## src/design/bmp24_pkg.sv

```systemverilog
// shared types and constants for the bmp24 stream parser
// no dependencies; imported by every module of the block

package bmp24_pkg;

    // default image size limits, handed to the top level parameters
    localparam int MAX_WIDTH_DEF  = 4096;
    localparam int MAX_HEIGHT_DEF = 4096;

    // header layout, byte positions in the file
    localparam logic [31:0] HDR_SIG0_POS   = 32'd0;
    localparam logic [31:0] HDR_SIG1_POS   = 32'd1;
    localparam logic [31:0] HDR_OFS_POS    = 32'd10;
    localparam logic [31:0] HDR_WIDTH_POS  = 32'd18;
    localparam logic [31:0] HDR_HEIGHT_POS = 32'd22;
    localparam logic [31:0] HDR_PB_POS     = 32'd26;
    localparam logic [31:0] HDR_COMP_POS   = 32'd30;
    localparam logic [31:0] HDR_FIELD_LAST = 32'd3;
    localparam logic [31:0] HDR_LAST_POS   = 32'd53;
    localparam logic [31:0] HDR_LEN        = 32'd54;

    localparam logic [7:0]  SIG_B         = 8'h42;
    localparam logic [7:0]  SIG_M         = 8'h4D;
    // one plane in the low half, 24 bits per pixel in the high half
    localparam logic [31:0] PLANES_BPP_OK = 32'h0018_0001;

    localparam logic KIND_PIXEL = 1'b0;
    localparam logic KIND_ERROR = 1'b1;

    typedef enum logic [1:0] {
        ERR_SIGNATURE = 2'd0,
        ERR_FORMAT    = 2'd1,
        ERR_OFFSET    = 2'd2,
        ERR_SIZE      = 2'd3
    } t_err_code;

    typedef enum logic [1:0] {
        PH_HEADER = 2'd0,
        PH_SKIP   = 2'd1,
        PH_PIXELS = 2'd2,
        PH_IDLE   = 2'd3
    } t_phase;

    typedef struct packed {
        logic [7:0] data_byte;
        logic       first_byte;
    } t_in_req;

    typedef struct packed {
        logic       kind;
        t_err_code  error_code;
        logic [7:0] red;
        logic [7:0] green;
        logic [7:0] blue;
        logic [11:0] col;
        logic [11:0] row;
        logic       last;
    } t_out_req;

    // header verdict at the last header byte
    typedef struct packed {
        logic      err;
        t_err_code code;
        logic      top_first;
        logic      zero_size;
        logic      no_skip;
    } t_hdr_chk;

endpackage

```

## src/design/bmp24_hdr_check.sv

```systemverilog
// header checks evaluated at the last header byte
// depends on bmp24_pkg

module bmp24_hdr_check
    import bmp24_pkg::*;
#(
    parameter int MAX_WIDTH  = MAX_WIDTH_DEF,
    parameter int MAX_HEIGHT = MAX_HEIGHT_DEF
) (
    input  logic        i_sig_ok,
    input  logic [31:0] i_offset,
    input  logic [31:0] i_width_raw,
    input  logic [31:0] i_height_raw,
    input  logic [31:0] i_planes_bpp,
    input  logic [31:0] i_compression,
    output logic [31:0] o_height_abs,
    output t_hdr_chk    o_chk
);

    logic fmt_bad;
    logic size_bad;

    // two's complement magnitude; the most negative value stays large
    assign o_height_abs = i_height_raw[31] ? (32'd0 - i_height_raw) : i_height_raw;

    assign fmt_bad  = (i_planes_bpp != PLANES_BPP_OK) || (i_compression != 32'd0);
    assign size_bad = (i_width_raw > 32'(MAX_WIDTH)) || (o_height_abs > 32'(MAX_HEIGHT));

    always_comb begin
        o_chk.err  = 1'b1;
        o_chk.code = ERR_SIGNATURE;
        if (!i_sig_ok) begin
            o_chk.code = ERR_SIGNATURE;
        end else if (fmt_bad) begin
            o_chk.code = ERR_FORMAT;
        end else if (i_offset < HDR_LEN) begin
            o_chk.code = ERR_OFFSET;
        end else if (size_bad) begin
            o_chk.code = ERR_SIZE;
        end else begin
            o_chk.err = 1'b0;
        end
        o_chk.top_first = i_height_raw[31];
        o_chk.zero_size = (i_width_raw == 32'd0) || (o_height_abs == 32'd0);
        o_chk.no_skip   = (i_offset == HDR_LEN);
    end

endmodule

```

## src/design/bmp24_parse_core.sv

```systemverilog
// parse state machine: header capture, offset skip, pixel assembly
// depends on bmp24_pkg and bmp24_hdr_check

module bmp24_parse_core
    import bmp24_pkg::*;
#(
    parameter int MAX_WIDTH  = MAX_WIDTH_DEF,
    parameter int MAX_HEIGHT = MAX_HEIGHT_DEF
) (
    input  logic     i_clk,
    input  logic     i_rst_n,
    input  logic     i_fire,
    input  t_in_req  i_req,
    output logic     o_res_valid,
    output t_out_req o_res
);

    localparam int CW = $clog2(MAX_WIDTH + 1);
    localparam int RW = $clog2(MAX_HEIGHT + 1);

    t_phase          r_phase, n_phase;
    logic [31:0]     r_position, n_position;
    logic [31:0]     r_offset, n_offset;
    logic [31:0]     r_width_raw, n_width_raw;
    logic [31:0]     r_height_raw, n_height_raw;
    logic [31:0]     r_planes_bpp, n_planes_bpp;
    logic [31:0]     r_compression, n_compression;
    logic            r_sig_ok, n_sig_ok;
    logic [CW-1:0]   r_col, n_col;
    logic [RW-1:0]   r_row, n_row;
    logic [1:0]      r_bip, n_bip;
    logic [1:0]      r_pad, n_pad;
    logic [15:0]     r_hold_bg, n_hold_bg;
    logic            r_top_first, n_top_first;
    logic [CW-1:0]   r_width, n_width;
    logic [RW-1:0]   r_height, n_height;

    t_phase          cur_phase;
    logic [31:0]     cur_pos;
    logic [7:0]      b;
    logic [31:0]     height_abs;
    t_hdr_chk        chk;
    logic [32:0]     skip_next;
    logic            end_row;
    logic            end_img;
    logic [RW-1:0]   dst_row;
    logic [31:0]     col_ext;
    logic [31:0]     row_ext;
    logic [31:0]     width_ext;

    function automatic logic [31:0] set_lane(input logic [31:0] old, input logic [31:0] rel,
                                             input logic [7:0] v);
        logic [31:0] res;
        res = old;
        res[8 * rel[1:0] +: 8] = v;
        return res;
    endfunction

    function automatic logic in_field(input logic [31:0] pos, input logic [31:0] base);
        return (pos >= base) && (pos <= base + HDR_FIELD_LAST);
    endfunction

    bmp24_hdr_check #(
        .MAX_WIDTH  (MAX_WIDTH),
        .MAX_HEIGHT (MAX_HEIGHT)
    ) u_hdr_check (
        .i_sig_ok      (r_sig_ok),
        .i_offset      (r_offset),
        .i_width_raw   (r_width_raw),
        .i_height_raw  (r_height_raw),
        .i_planes_bpp  (r_planes_bpp),
        .i_compression (r_compression),
        .o_height_abs  (height_abs),
        .o_chk         (chk)
    );

    // a first byte restarts the parse from the header
    assign cur_phase = i_req.first_byte ? PH_HEADER : r_phase;
    assign cur_pos   = i_req.first_byte ? 32'd0 : r_position;
    assign b         = i_req.data_byte;
    assign skip_next = {1'b0, r_position} + 33'd1;

    assign end_row   = ({1'b0, r_col} + 1'b1) == {1'b0, r_width};
    assign end_img   = end_row && (({1'b0, r_row} + 1'b1) == {1'b0, r_height});
    assign dst_row   = r_top_first ? r_row : (r_height - RW'(1) - r_row);
    assign col_ext   = 32'(r_col);
    assign row_ext   = 32'(dst_row);
    assign width_ext = 32'(r_width);

    always_ff @(posedge i_clk) begin
        if (!i_rst_n) begin
            r_phase     <= PH_HEADER;
            r_position  <= '0;
            r_sig_ok    <= 1'b0;
            r_col       <= '0;
            r_row       <= '0;
            r_bip       <= '0;
            r_pad       <= '0;
            r_top_first <= 1'b0;
        end else begin
            r_phase     <= n_phase;
            r_position  <= n_position;
            r_sig_ok    <= n_sig_ok;
            r_col       <= n_col;
            r_row       <= n_row;
            r_bip       <= n_bip;
            r_pad       <= n_pad;
            r_top_first <= n_top_first;
        end
    end

    always_ff @(posedge i_clk) begin
        r_offset      <= n_offset;
        r_width_raw   <= n_width_raw;
        r_height_raw  <= n_height_raw;
        r_planes_bpp  <= n_planes_bpp;
        r_compression <= n_compression;
        r_hold_bg     <= n_hold_bg;
        r_width       <= n_width;
        r_height      <= n_height;
    end

    always_comb begin
        n_phase       = r_phase;
        n_position    = r_position;
        n_offset      = r_offset;
        n_width_raw   = r_width_raw;
        n_height_raw  = r_height_raw;
        n_planes_bpp  = r_planes_bpp;
        n_compression = r_compression;
        n_sig_ok      = r_sig_ok;
        n_col         = r_col;
        n_row         = r_row;
        n_bip         = r_bip;
        n_pad         = r_pad;
        n_hold_bg     = r_hold_bg;
        n_top_first   = r_top_first;
        n_width       = r_width;
        n_height      = r_height;
        o_res_valid   = 1'b0;
        o_res         = '0;

        if (i_fire) begin
            n_phase = cur_phase;
            case (cur_phase)
                PH_HEADER: begin
                    if (cur_pos == HDR_SIG0_POS) begin
                        n_sig_ok = (b == SIG_B);
                    end else if (cur_pos == HDR_SIG1_POS) begin
                        n_sig_ok = r_sig_ok && (b == SIG_M);
                    end else if (in_field(cur_pos, HDR_OFS_POS)) begin
                        n_offset = set_lane(r_offset, cur_pos - HDR_OFS_POS, b);
                    end else if (in_field(cur_pos, HDR_WIDTH_POS)) begin
                        n_width_raw = set_lane(r_width_raw, cur_pos - HDR_WIDTH_POS, b);
                    end else if (in_field(cur_pos, HDR_HEIGHT_POS)) begin
                        n_height_raw = set_lane(r_height_raw, cur_pos - HDR_HEIGHT_POS, b);
                    end else if (in_field(cur_pos, HDR_PB_POS)) begin
                        n_planes_bpp = set_lane(r_planes_bpp, cur_pos - HDR_PB_POS, b);
                    end else if (in_field(cur_pos, HDR_COMP_POS)) begin
                        n_compression = set_lane(r_compression, cur_pos - HDR_COMP_POS, b);
                    end

                    if (cur_pos != HDR_LAST_POS) begin
                        n_position = cur_pos + 32'd1;
                    end else if (chk.err) begin
                        n_position       = cur_pos;
                        n_phase          = PH_IDLE;
                        o_res_valid      = 1'b1;
                        o_res.kind       = KIND_ERROR;
                        o_res.error_code = chk.code;
                    end else begin
                        n_top_first = chk.top_first;
                        n_col       = '0;
                        n_row       = '0;
                        n_bip       = '0;
                        n_pad       = '0;
                        n_position  = HDR_LEN;
                        // size already checked, so the narrow copies lose nothing
                        n_width     = r_width_raw[CW-1:0];
                        n_height    = height_abs[RW-1:0];
                        if (chk.zero_size) begin
                            n_phase = PH_IDLE;
                        end else if (chk.no_skip) begin
                            n_phase = PH_PIXELS;
                        end else begin
                            n_phase = PH_SKIP;
                        end
                    end
                end
                PH_SKIP: begin
                    if (skip_next >= {1'b0, r_offset}) begin
                        n_phase = PH_PIXELS;
                    end else begin
                        n_position = skip_next[31:0];
                    end
                end
                PH_PIXELS: begin
                    if (r_pad != 2'd0) begin
                        n_pad = r_pad - 2'd1;
                    end else if (r_bip == 2'd0) begin
                        n_hold_bg = {8'h00, b};
                        n_bip     = 2'd1;
                    end else if (r_bip == 2'd1) begin
                        n_hold_bg = {b, r_hold_bg[7:0]};
                        n_bip     = 2'd2;
                    end else begin
                        n_bip            = 2'd0;
                        o_res_valid      = 1'b1;
                        o_res.kind       = KIND_PIXEL;
                        o_res.error_code = ERR_SIGNATURE;
                        o_res.red        = b;
                        o_res.green      = r_hold_bg[15:8];
                        o_res.blue       = r_hold_bg[7:0];
                        o_res.col        = col_ext[11:0];
                        o_res.row        = row_ext[11:0];
                        o_res.last       = end_img;
                        if (end_img) begin
                            n_phase = PH_IDLE;
                        end else if (end_row) begin
                            n_col = '0;
                            n_row = r_row + RW'(1);
                            n_pad = width_ext[1:0];
                        end else begin
                            n_col = r_col + CW'(1);
                        end
                    end
                end
                default: begin
                    n_phase = PH_IDLE;
                end
            endcase
        end
    end

endmodule

```

## src/design/bmp24_out_reg.sv

```systemverilog
// result register with valid/stall handshake toward the sink
// depends on bmp24_pkg

module bmp24_out_reg
    import bmp24_pkg::*;
(
    input  logic     i_clk,
    input  logic     i_rst_n,
    input  logic     i_fire,
    input  logic     i_res_valid,
    input  t_out_req i_res,
    output logic     o_ready,
    output logic     o_out_valid,
    input  logic     i_out_stall,
    output t_out_req o_out_req
);

    logic     r_valid, n_valid;
    t_out_req r_req;

    assign o_ready     = !r_valid || !i_out_stall;
    assign o_out_valid = r_valid;
    assign o_out_req   = r_req;

    always_comb begin
        n_valid = r_valid && i_out_stall;
        if (i_fire) begin
            n_valid = i_res_valid;
        end
    end

    always_ff @(posedge i_clk) begin
        if (!i_rst_n) begin
            r_valid <= 1'b0;
        end else begin
            r_valid <= n_valid;
        end
    end

    always_ff @(posedge i_clk) begin
        if (i_fire && i_res_valid) begin
            r_req <= i_res;
        end
    end

endmodule

```

## src/design/bmp24_stream_parser_unit.sv

```systemverilog
// top level of the 24-bit bmp stream parser: input register, parse core, result register
// depends on bmp24_pkg, bmp24_parse_core, bmp24_out_reg
//
//  channel | direction | handshake                 | payload
//  --------+-----------+---------------------------+-----------------------------------
//  in      | sink      | i_in_valid / o_in_stall   | i_in_req  (data_byte, first_byte)
//  out     | source    | o_out_valid / i_out_stall | o_out_req (kind, error_code, rgb,
//          |           |                           |            col, row, last)
//
// one byte per clock sustained while the output does not stall; a byte is held in the
// input register, and its result, if any, enters the result register as it is processed
// all per-byte work is counter updates, byte captures and 32-bit compares in the core
// synchronous active-low reset puts the parser in the header phase at byte zero
// a stall on the output holds the result register; the input register then fills
// and the input side stalls, with no request lost or repeated

module bmp24_stream_parser_unit
    import bmp24_pkg::*;
#(
    parameter int MAX_WIDTH  = MAX_WIDTH_DEF,
    parameter int MAX_HEIGHT = MAX_HEIGHT_DEF
) (
    input  logic     i_clk,
    input  logic     i_rst_n,
    input  logic     i_in_valid,
    output logic     o_in_stall,
    input  t_in_req  i_in_req,
    output logic     o_out_valid,
    input  logic     i_out_stall,
    output t_out_req o_out_req
);

    // input register
    logic     r_in_valid, n_in_valid;
    t_in_req  r_in_req;

    logic     fire;
    logic     out_ready;
    logic     res_valid;
    t_out_req res;

    // the held byte is processed as soon as the result register can take its result
    assign fire       = r_in_valid && out_ready;
    assign o_in_stall = r_in_valid && !fire;

    always_comb begin
        n_in_valid = r_in_valid && !fire;
        if (i_in_valid && !o_in_stall) begin
            n_in_valid = 1'b1;
        end
    end

    always_ff @(posedge i_clk) begin
        if (!i_rst_n) begin
            r_in_valid <= 1'b0;
        end else begin
            r_in_valid <= n_in_valid;
        end
    end

    // payload register, loaded only on an accepted request
    always_ff @(posedge i_clk) begin
        if (i_in_valid && !o_in_stall) begin
            r_in_req <= i_in_req;
        end
    end

    // header capture, skip and pixel assembly
    bmp24_parse_core #(
        .MAX_WIDTH  (MAX_WIDTH),
        .MAX_HEIGHT (MAX_HEIGHT)
    ) u_parse_core (
        .i_clk       (i_clk),
        .i_rst_n     (i_rst_n),
        .i_fire      (fire),
        .i_req       (r_in_req),
        .o_res_valid (res_valid),
        .o_res       (res)
    );

    // result register toward the sink
    bmp24_out_reg u_out_reg (
        .i_clk       (i_clk),
        .i_rst_n     (i_rst_n),
        .i_fire      (fire),
        .i_res_valid (res_valid),
        .i_res       (res),
        .o_ready     (out_ready),
        .o_out_valid (o_out_valid),
        .i_out_stall (i_out_stall),
        .o_out_req   (o_out_req)
    );

endmodule
```

## config.mk

```make
export PLATFORM = sky130hd
export DESIGN_NAME = bmp24_stream_parser_unit
export DESIGN_NICKNAME = d
export VERILOG_FILES = /design/src/design/bmp24_pkg.sv /design/src/design/bmp24_hdr_check.sv /design/src/design/bmp24_parse_core.sv /design/src/design/bmp24_out_reg.sv /design/src/design/bmp24_stream_parser_unit.sv
export SDC_FILE = /design/constraint.sdc
export NUM_CORES = 1
export LEC_CHECK = 0
export CAP_MARGIN = 25
export CORE_MARGIN = 8
export CORE_UTILIZATION = 30
export DETAILED_ROUTE_END_ITERATION = 10
export DONT_BUFFER_PORTS = 1
export PLACE_DENSITY = 0.52
export SLEW_MARGIN = 25
export SYNTH_ARGS = -nofsm -noshare
export SYNTH_HDL_FRONTEND = slang
export SYNTH_SLANG_ARGS = --single-unit
```

## constraint.sdc

```tcl
create_clock -name i_clk -period 4.6 [get_ports i_clk]
set_input_delay 0.69 -clock i_clk [delete_from_list [all_inputs] [get_ports i_clk]]
set_output_delay 0.69 -clock i_clk [all_outputs]
set_load 0.1 [all_outputs]
```

Word-level counts from Yosys, hierarchy flattened
Index checks and enable logic that the tools add are counted.
{"block": "op_classes", "n_addsub": 20, "n_lt_le_gt_ge": 14, "eq_ne": 23, "shift": 10, "muxes": 76, "bitwise_logic": 11, "n_reduce_logical": 46}
{"cell": "5-bit negator with 34-bit output", "count": 5}
{"cell": "8-bit by 34-bit variable shift with 32-bit output (first input constant)", "count": 5}
{"cell": "8-bit by 34-bit indexed part select with 32-bit output", "count": 5}
{"cell": "32-bit bitwise mux", "count": 5}
{"cell": "32-bit two-way mux", "count": 5}
{"cell": "13-bit two-way mux", "count": 12}
{"cell": "32-bit by 5-bit greater-or-equal comparator with 1-bit output (second input constant)", "count": 4}
{"cell": "52-bit two-way mux", "count": 2}
{"cell": "32-bit by 5-bit <= comparator with 1-bit output (second input constant)", "count": 3}
{"cell": "32-bit logical NOT", "count": 3}
{"cell": "32-bit by 13-bit greater-than comparator with 1-bit output (second input constant)", "count": 2}
{"cell": "32-bit case mux with 2 select lines", "count": 1}
{"cell": "13-bit case mux with 2 select lines", "count": 2}
{"cell": "49-bit two-way mux", "count": 1}
{"cell": "2-bit two-way mux", "count": 24}
{"cell": "32-bit by 1-bit adder with 33-bit output (second input constant)", "count": 1}
{"cell": "33-bit by 32-bit greater-or-equal comparator with 1-bit output", "count": 1}
{"cell": "32-bit by 1-bit adder with 32-bit output (second input constant)", "count": 1}
{"cell": "32-bit by 1-bit equality test with 1-bit output (second input constant)", "count": 1}
{"cell": "32-bit by 6-bit equality test with 1-bit output (second input constant)", "count": 1}
{"cell": "32-bit by 4-bit greater-or-equal comparator with 1-bit output (second input constant)", "count": 1}
{"cell": "32-bit by 4-bit <= comparator with 1-bit output (second input constant)", "count": 1}
{"cell": "32-bit by 6-bit <= comparator with 1-bit output (second input constant)", "count": 1}
{"cell": "32-bit by 6-bit < comparator with 1-bit output (second input constant)", "count": 1}
{"cell": "42 further kinds", "count": 112}
{"block": "word_totals", "ff_bits": 331, "input_bits": 13, "word_cells": 229}

Longest topological paths before layout
{"block": "depth", "depth_word": 13, "depth_mapped": 19}

Modules after synthesis
From an unflattened synthesis, not the netlist that was laid out.
{"block": "hier_totals", "hier_cells": 1662, "hier_area_um2": 17624.4}
{"mod": "bmp24_parse_core", "instances": 1, "cells_per_inst": 1338, "area_per_inst_um2": 14081.0, "seq_area_each_um2": 7387.1}
{"mod": "bmp24_out_reg", "instances": 1, "cells_per_inst": 57, "area_per_inst_um2": 1615.3, "seq_area_each_um2": 1581.5}
{"mod": "bmp24_hdr_check", "instances": 1, "cells_per_inst": 253, "area_per_inst_um2": 1604.0, "seq_area_each_um2": 0.0}
{"mod": "bmp24_stream_parser_unit", "instances": 1, "cells_per_inst": 14, "area_per_inst_um2": 324.1, "seq_area_each_um2": 290.3}

Worst setup path after synthesis
OpenSTA, ideal clock, no wires.
{"block": "synth_timing", "kind": "register to register", "from": "register u_parse_core.r_position[5]", "to": "register u_parse_core.r_position[0]", "setup_time_ps": 70, "arrival_time_ps": 4632, "required_time_ps": 4530, "slack_ps": -102, "path_stages_with_launch": 19, "n_path_buf": 3, "cell_sequence": "dfxtp_1 clkbuf_1 and2_1 nand3_1 or4_1 nor4_1 and2_1 xor2_1 ha_1 nand4_1 nor4_1 nand2_1 nor3_1 o31ai_1 a41oi_1 clkbuf_1 buf_1 o21ai_0 a21oi_1"}
{"block": "synth_between", "elab_chain_len": 4, "elab_cells_between_ends": 8}
{"item": "start, declared", "line": "bmp24_parse_core.sv:22", "text": "logic [31:0] r_position, n_position;"}
{"item": "start signal, assigned", "line": "bmp24_parse_core.sv:102", "text": "r_position <= n_position;"}
{"item": "32-bit by 1-bit adder with 33-bit output or 32-bit two-way mux (tied branches)", "line": "bmp24_parse_core.sv:81, bmp24_parse_core.sv:79"}
{"item": "33-bit by 32-bit greater-or-equal comparator with 1-bit output or 32-bit by 6-bit inequality test with 1-bit output (tied branches)", "line": "bmp24_parse_core.sv:191, bmp24_parse_core.sv:163"}
{"item": "2-bit inequality test (no line) or 32-bit two-way mux (tied branches)"}
{"item": "3-bit AND reduction (no line) or 32-bit case mux with 2 select lines (tied branches)"}
Several ways; a longest one is shown, not always the timed one.
A chain may end at the register's enable or synchronous reset.

Worst setup path after layout
{"block": "layout_timing", "from": "register u_parse_core.r_position[4]", "to": "register u_parse_core.r_position[20]"}
{"block": "layout_between", "elab_chain_len": 4, "elab_cells_between_ends": 10}
{"item": "32-bit by 1-bit adder with 33-bit output or 32-bit two-way mux (tied branches)", "line": "bmp24_parse_core.sv:81, bmp24_parse_core.sv:79"}
{"item": "33-bit by 32-bit greater-or-equal comparator with 1-bit output (tied with other cells)", "line": "bmp24_parse_core.sv:191", "text": "if (skip_next >= {1'b0, r_offset}) begin"}
{"item": "2-bit inequality test (no line) or 32-bit two-way mux (tied branches)"}
{"item": "3-bit AND reduction (no line) or 32-bit case mux with 2 select lines (tied branches)"}
Several ways; a longest one is shown, not always the timed one. The select of a mux whose other input is x is not followed.

==> results.md <==
- The CTS clock-pin slew for the worst setup and hold paths is 0.06 ns.
- In the final layout, the multi-input gates occupy 0.00757 mm^2.
- Walking the worst path, the cells encountered are and3_1, nand3_1, buf_4, nor4_1, buf_4, nand3_1, nor2_1, buf_4, xor2_1, ha_1, nand4_1, nor4_2, a221oi_1, o21ai_1, nor3_2, a41oi_2, buf_6, buf_12, or4_1, a21oi_1.
- Synthesis produced 1673 cells.
- The fill cell total of the finished layout is 5748.
- TritonCTS built the clock tree.
- Setup slack closes at 0.272 ns.
- In the final layout, flip-flops and latches occupy 0.00926 mm^2.
- Counting the buffers created by CTS gives 36.
- Across the VDD grid, the largest voltage drop is 0.247 mV.
- The internal portion of the total power is between 0.004 and 0.005 W.
- The critical path data required time is 5.08 ns.
- The critical path depth is 20.
- The max-capacitance violation count is 0.
- The detail-routed via count per cell is 5.42.
- The total overflow reported by the global router is 0.
- The layout overhead on the synthesized area is 13.5%.
- The peak per-stage delay on the critical path is about 0.48 ns.
- In the routed design, unresolved DRC markers number 0.
- In the final layout, the share of cells above drive strength 1 is 8.93%.
- The analysis attributes to net switching a power of ~0.0014 W.
- The H-tree was split into 2 levels.
- Once layout is complete, the cells apart from fillers number between 2000 and 2500.
- The number of diodes is 0.
- In the layout the commonest cells are 263 x sky130_fd_sc_hd__edfxtp_1, 151 x sky130_fd_sc_hd__nor2_1, 92 x sky130_fd_sc_hd__nand2_1, 92 x sky130_fd_sc_hd__a21oi_1, 88 x sky130_fd_sc_hd__and2_1.
- STA classifies the critical path endpoint as a flip-flop.
- The initial antenna violation count is 2.
- Entering global routing, the biggest net connects 53 pins.
- The path depth of the worst reg2reg path is 20.
- The final layout contains routed wiring with a total length of 50500 um.
- STA classifies the critical path startpoint as a flip-flop.
- The die is around 260 um wide.
- In this run switching power makes up 22.4% of total power.
- The run finished with clean final reports.
- The mean cell area of the mapped netlist is between 10 and 15 um^2.
- The number of warnings printed during yosys synthesis is 0.
- The part of the power in combinational logic is slightly below 3%.
- The slowest stage of the critical path is the sky130_fd_sc_hd__or4_1 cell.
- The clock period could shrink to 4.33 ns.
- For this run, the leading register cell type out of synthesis is sky130_fd_sc_hd__edfxtp_1.
- Together, buffers and inverters on the worst path number 5.
- The initial standard-cell utilization of the core is 30.2%.
- The kind of cell with the highest combined delay on the critical path is simple AND/OR/NAND/NOR gates.
- The final core utilization is 34.3%.
- Counting flops with an async set or reset pin after synthesis yields a share of 0%.
- In this run, the number of DRC markers left after iteration 0 of detailed routing was 1350.
- The sequential share of power is 52.2%.
- Dividing total power by cell area gives a power density of about 320 mW/mm^2.
- Along the worst hold path, the cell count comes to 0.
- Buffers placed on the I/O ports in this run total 0.
- The worst slew margin relative to its limit is between 30% and 40%.
- The number of max-slew violations in the final report came to 0.
- In the final routed layout, each cell accounts on average for 20.4 um.
- The first global-routing pass estimated 77800 um of wire.
- The number of enable-type register cells in the synthesized netlist is about 260.
- The residual antenna-violating net count after detailed routing is 0.
- The number of nets in the layout is 1751.
- The portion of total power attributed to the clock network is 45.0%.
- Once placement completed, the tool counted placed cells totaling 2406.
- For this design the static power due to leakage is 6.89 nW.
- In the finished design, the share of the clock period the worst path needs comes to a little over nine tenths.
- The die covers between 0.06 and 0.07 mm^2.
- The worst-case clock skew is 0.0297 ns.
- The maximum fanout along the worst path is 34.
- The later-pin clock latency in the skew report is approximately 0.57 ns.
- Static timing analysis puts the maximum clock frequency at 231 MHz.
- The hold violation total from the final report is 0.
- At the pin with the least slew margin, the transition time is ~1.0 ns.
- Counting flops and latches in the post-synthesis netlist gives between 300 and 400.
- In this run the deepest clock path goes through 3 buffers.
- The setup TNS is 0 ns.
- The detailed placement HPWL is about 37000 um.
- The height of the die is 257 um.
- The most common cell after layout, fill and taps aside is sky130_fd_sc_hd__edfxtp_1.
- The most common cell type on the critical path is sky130_fd_sc_hd__buf_4.
- After floorplanning, the core was divided into 88 placement rows.
- The mapped cell area is 0.0174 mm^2.
- The vias after detailed routing is 13400.
- Synthesis produced a netlist with a net count of 1739.
- Setup violations remaining at the end of the flow were counted as 0.
- The global placer's final weighted congestion is approximately 0.88.
- The worst hold-check path type is input port to flip-flop.
- OpenSTA, run right after detailed placement, puts the worst setup slack at 0.0497 ns.
- The critical path class is flip-flop to flip-flop.
- The area of the placeable core is ~0.057 mm^2.
- After synthesis, flip-flops and latches occupy between 50% and 60% of the total area.
- 67 I/O pins were placed.
- The number of sinks on the clock net is 331.
- The number of global-route vias before repair is 12700.
- In this run, distinct cell masters in the synthesized netlist total 77.
- The arrival time reported for the critical path endpoint is ~4.8 ns.
- The tree is rooted in a sky130_fd_sc_hd__clkbuf_16.
- The first detailed-routing pass took 6 iterations.
- The global routing usage summed across all routing layers is roughly 15%.
-- registers in the layout (all words and copies together) (netlist names), 2 cells and up --
name	cells
u_parse_core.r_row	13
u_parse_core.r_offset	32
u_parse_core.r_position	32
u_parse_core.r_compression	32
u_parse_core.r_phase	2
u_parse_core.r_bip	2
r_in_req	9
u_parse_core.r_col	13
u_out_reg.o_out_req	52
u_parse_core.r_width_raw	32
u_parse_core.r_hold_bg	16
u_parse_core.r_pad	2
u_parse_core.r_height	13
u_parse_core.r_height_raw	32
u_parse_core.r_planes_bpp	32
u_parse_core.r_width	13
-- power by group through the flow --
stage | logic, W | registers (W) | clock network, W
after global routing | 0.000189 | 0.00324 | 0.00296
after floorplan | 0.0000965 | 0.00329 | 0
after CTS | 0.000166 | 0.00325 | 0.00287
final | 0.000178 | 0.00324 | 0.00280
after detailed placement | 0.000165 | 0.00331 | 0
after global placement | 0.000163 | 0.00331 | 0
-- kinds of logic (layout without fill, tap and decap cells) --
logic type / count (synthesis) / count (layout) / synth area share, %
flops: 331 / 331 / 53.3
mux: 9 / 9 / 0.540
fa+ha+maj: 53 / 53 / 3.86
xor+xnor: 80 / 80 / 4.03
buf+inv: 158 / 198 / 3.53
simple gates: 711 / 711 / 22.3
compound gates: 331 / 331 / 12.4
-- worst reg2reg max path, cell delays in order, from the launching register on --
cell	delay (ns)
sky130_fd_sc_hd__dfxtp_1	0.33
sky130_fd_sc_hd__and3_1	0.19
sky130_fd_sc_hd__nand3_1	0.12
sky130_fd_sc_hd__buf_4	0.18
sky130_fd_sc_hd__nor4_1	0.31
sky130_fd_sc_hd__buf_4	0.18
sky130_fd_sc_hd__nand3_1	0.14
sky130_fd_sc_hd__nor2_1	0.19
sky130_fd_sc_hd__buf_4	0.16
sky130_fd_sc_hd__xor2_1	0.17
sky130_fd_sc_hd__ha_1	0.26
sky130_fd_sc_hd__nand4_1	0.14
sky130_fd_sc_hd__nor4_2	0.07
sky130_fd_sc_hd__a221oi_1	0.28
sky130_fd_sc_hd__o21ai_1	0.12
sky130_fd_sc_hd__nor3_2	0.25
sky130_fd_sc_hd__a41oi_2	0.17
sky130_fd_sc_hd__buf_6	0.19
sky130_fd_sc_hd__buf_12	0.16
sky130_fd_sc_hd__or4_1	0.50
sky130_fd_sc_hd__a21oi_1	0.14
-- stage by stage --
step / hold WS (ns) / power [W] / instance area [um^2]
6_report: 0.214 / 0.00622 / 19700
5_1_grt: 0.189 / 0.00640 / 19700
4_1_cts: 0.187 / 0.00628 / 19600
3_5_place_dp: 0.442 / 0.00347 / 18400
3_3_place_gp: 0.438 / 0.00347 / 18400
2_1_floorplan: 0.427 / 0.00339 / 17400
-- per-layer routing --
layer  up-vias  global-route usage [%]  part of all wire (%)
met5         -                       0                 0.026
met1      6556                    20.4                    46
met4         2                    5.12                   3.1
met3        90                    2.19                   5.6
met2       463                    23.8                    46
li1       6328                       -                     -
-- cell type report --
class	count	area share (%)
clock buffers	44	4.82
clock inverters	22	0.927
inverters	70	1.35
multi-input cells	1184	38.4
flip-flops and latches	331	47.0
well taps	765	4.86
repair buffers	62	2.63
-- cell usage after synthesis, drive strengths merged (21+ instances only) --
cell type,n,area share (%)
a21oi,92,2.7
a31oi,22,0.79
and2,88,3.2
clkbuf,75,1.6
dfxtp,68,7.8
edfxtp,263,45
ha,52,3.7
inv,70,1.5
nand2,93,2.0
nand3,75,2.2
nand4,31,1.1
nor2,154,3.3
nor3,46,1.4
nor4,72,2.7
o21ai,76,2.2
o31ai,21,0.91
or3,27,0.97
xnor2,53,2.7
xor2,27,1.4
-- worst paths after layout --
path                                from                           to  slack (ns)
max reg2reg   u_parse_core.r_position[4]  u_parse_core.r_position[20]        0.27
min                          i_in_req[1]                  r_in_req[1]        0.21
min reg2reg  u_parse_core.r_width_raw[2]      u_parse_core.r_width[2]        0.46
max           u_parse_core.r_position[4]  u_parse_core.r_position[20]        0.27
-- repair_timing --
action                                  4_1_cts  5_1_grt
endpoints found under the setup margin        3       30
setup buffers                                 0        6
cloned                                        0        0
resized for setup                             2       11
hold buffers                                  0        0
pin swaps                                     0        6
Power figures use the tool's default switching activity.
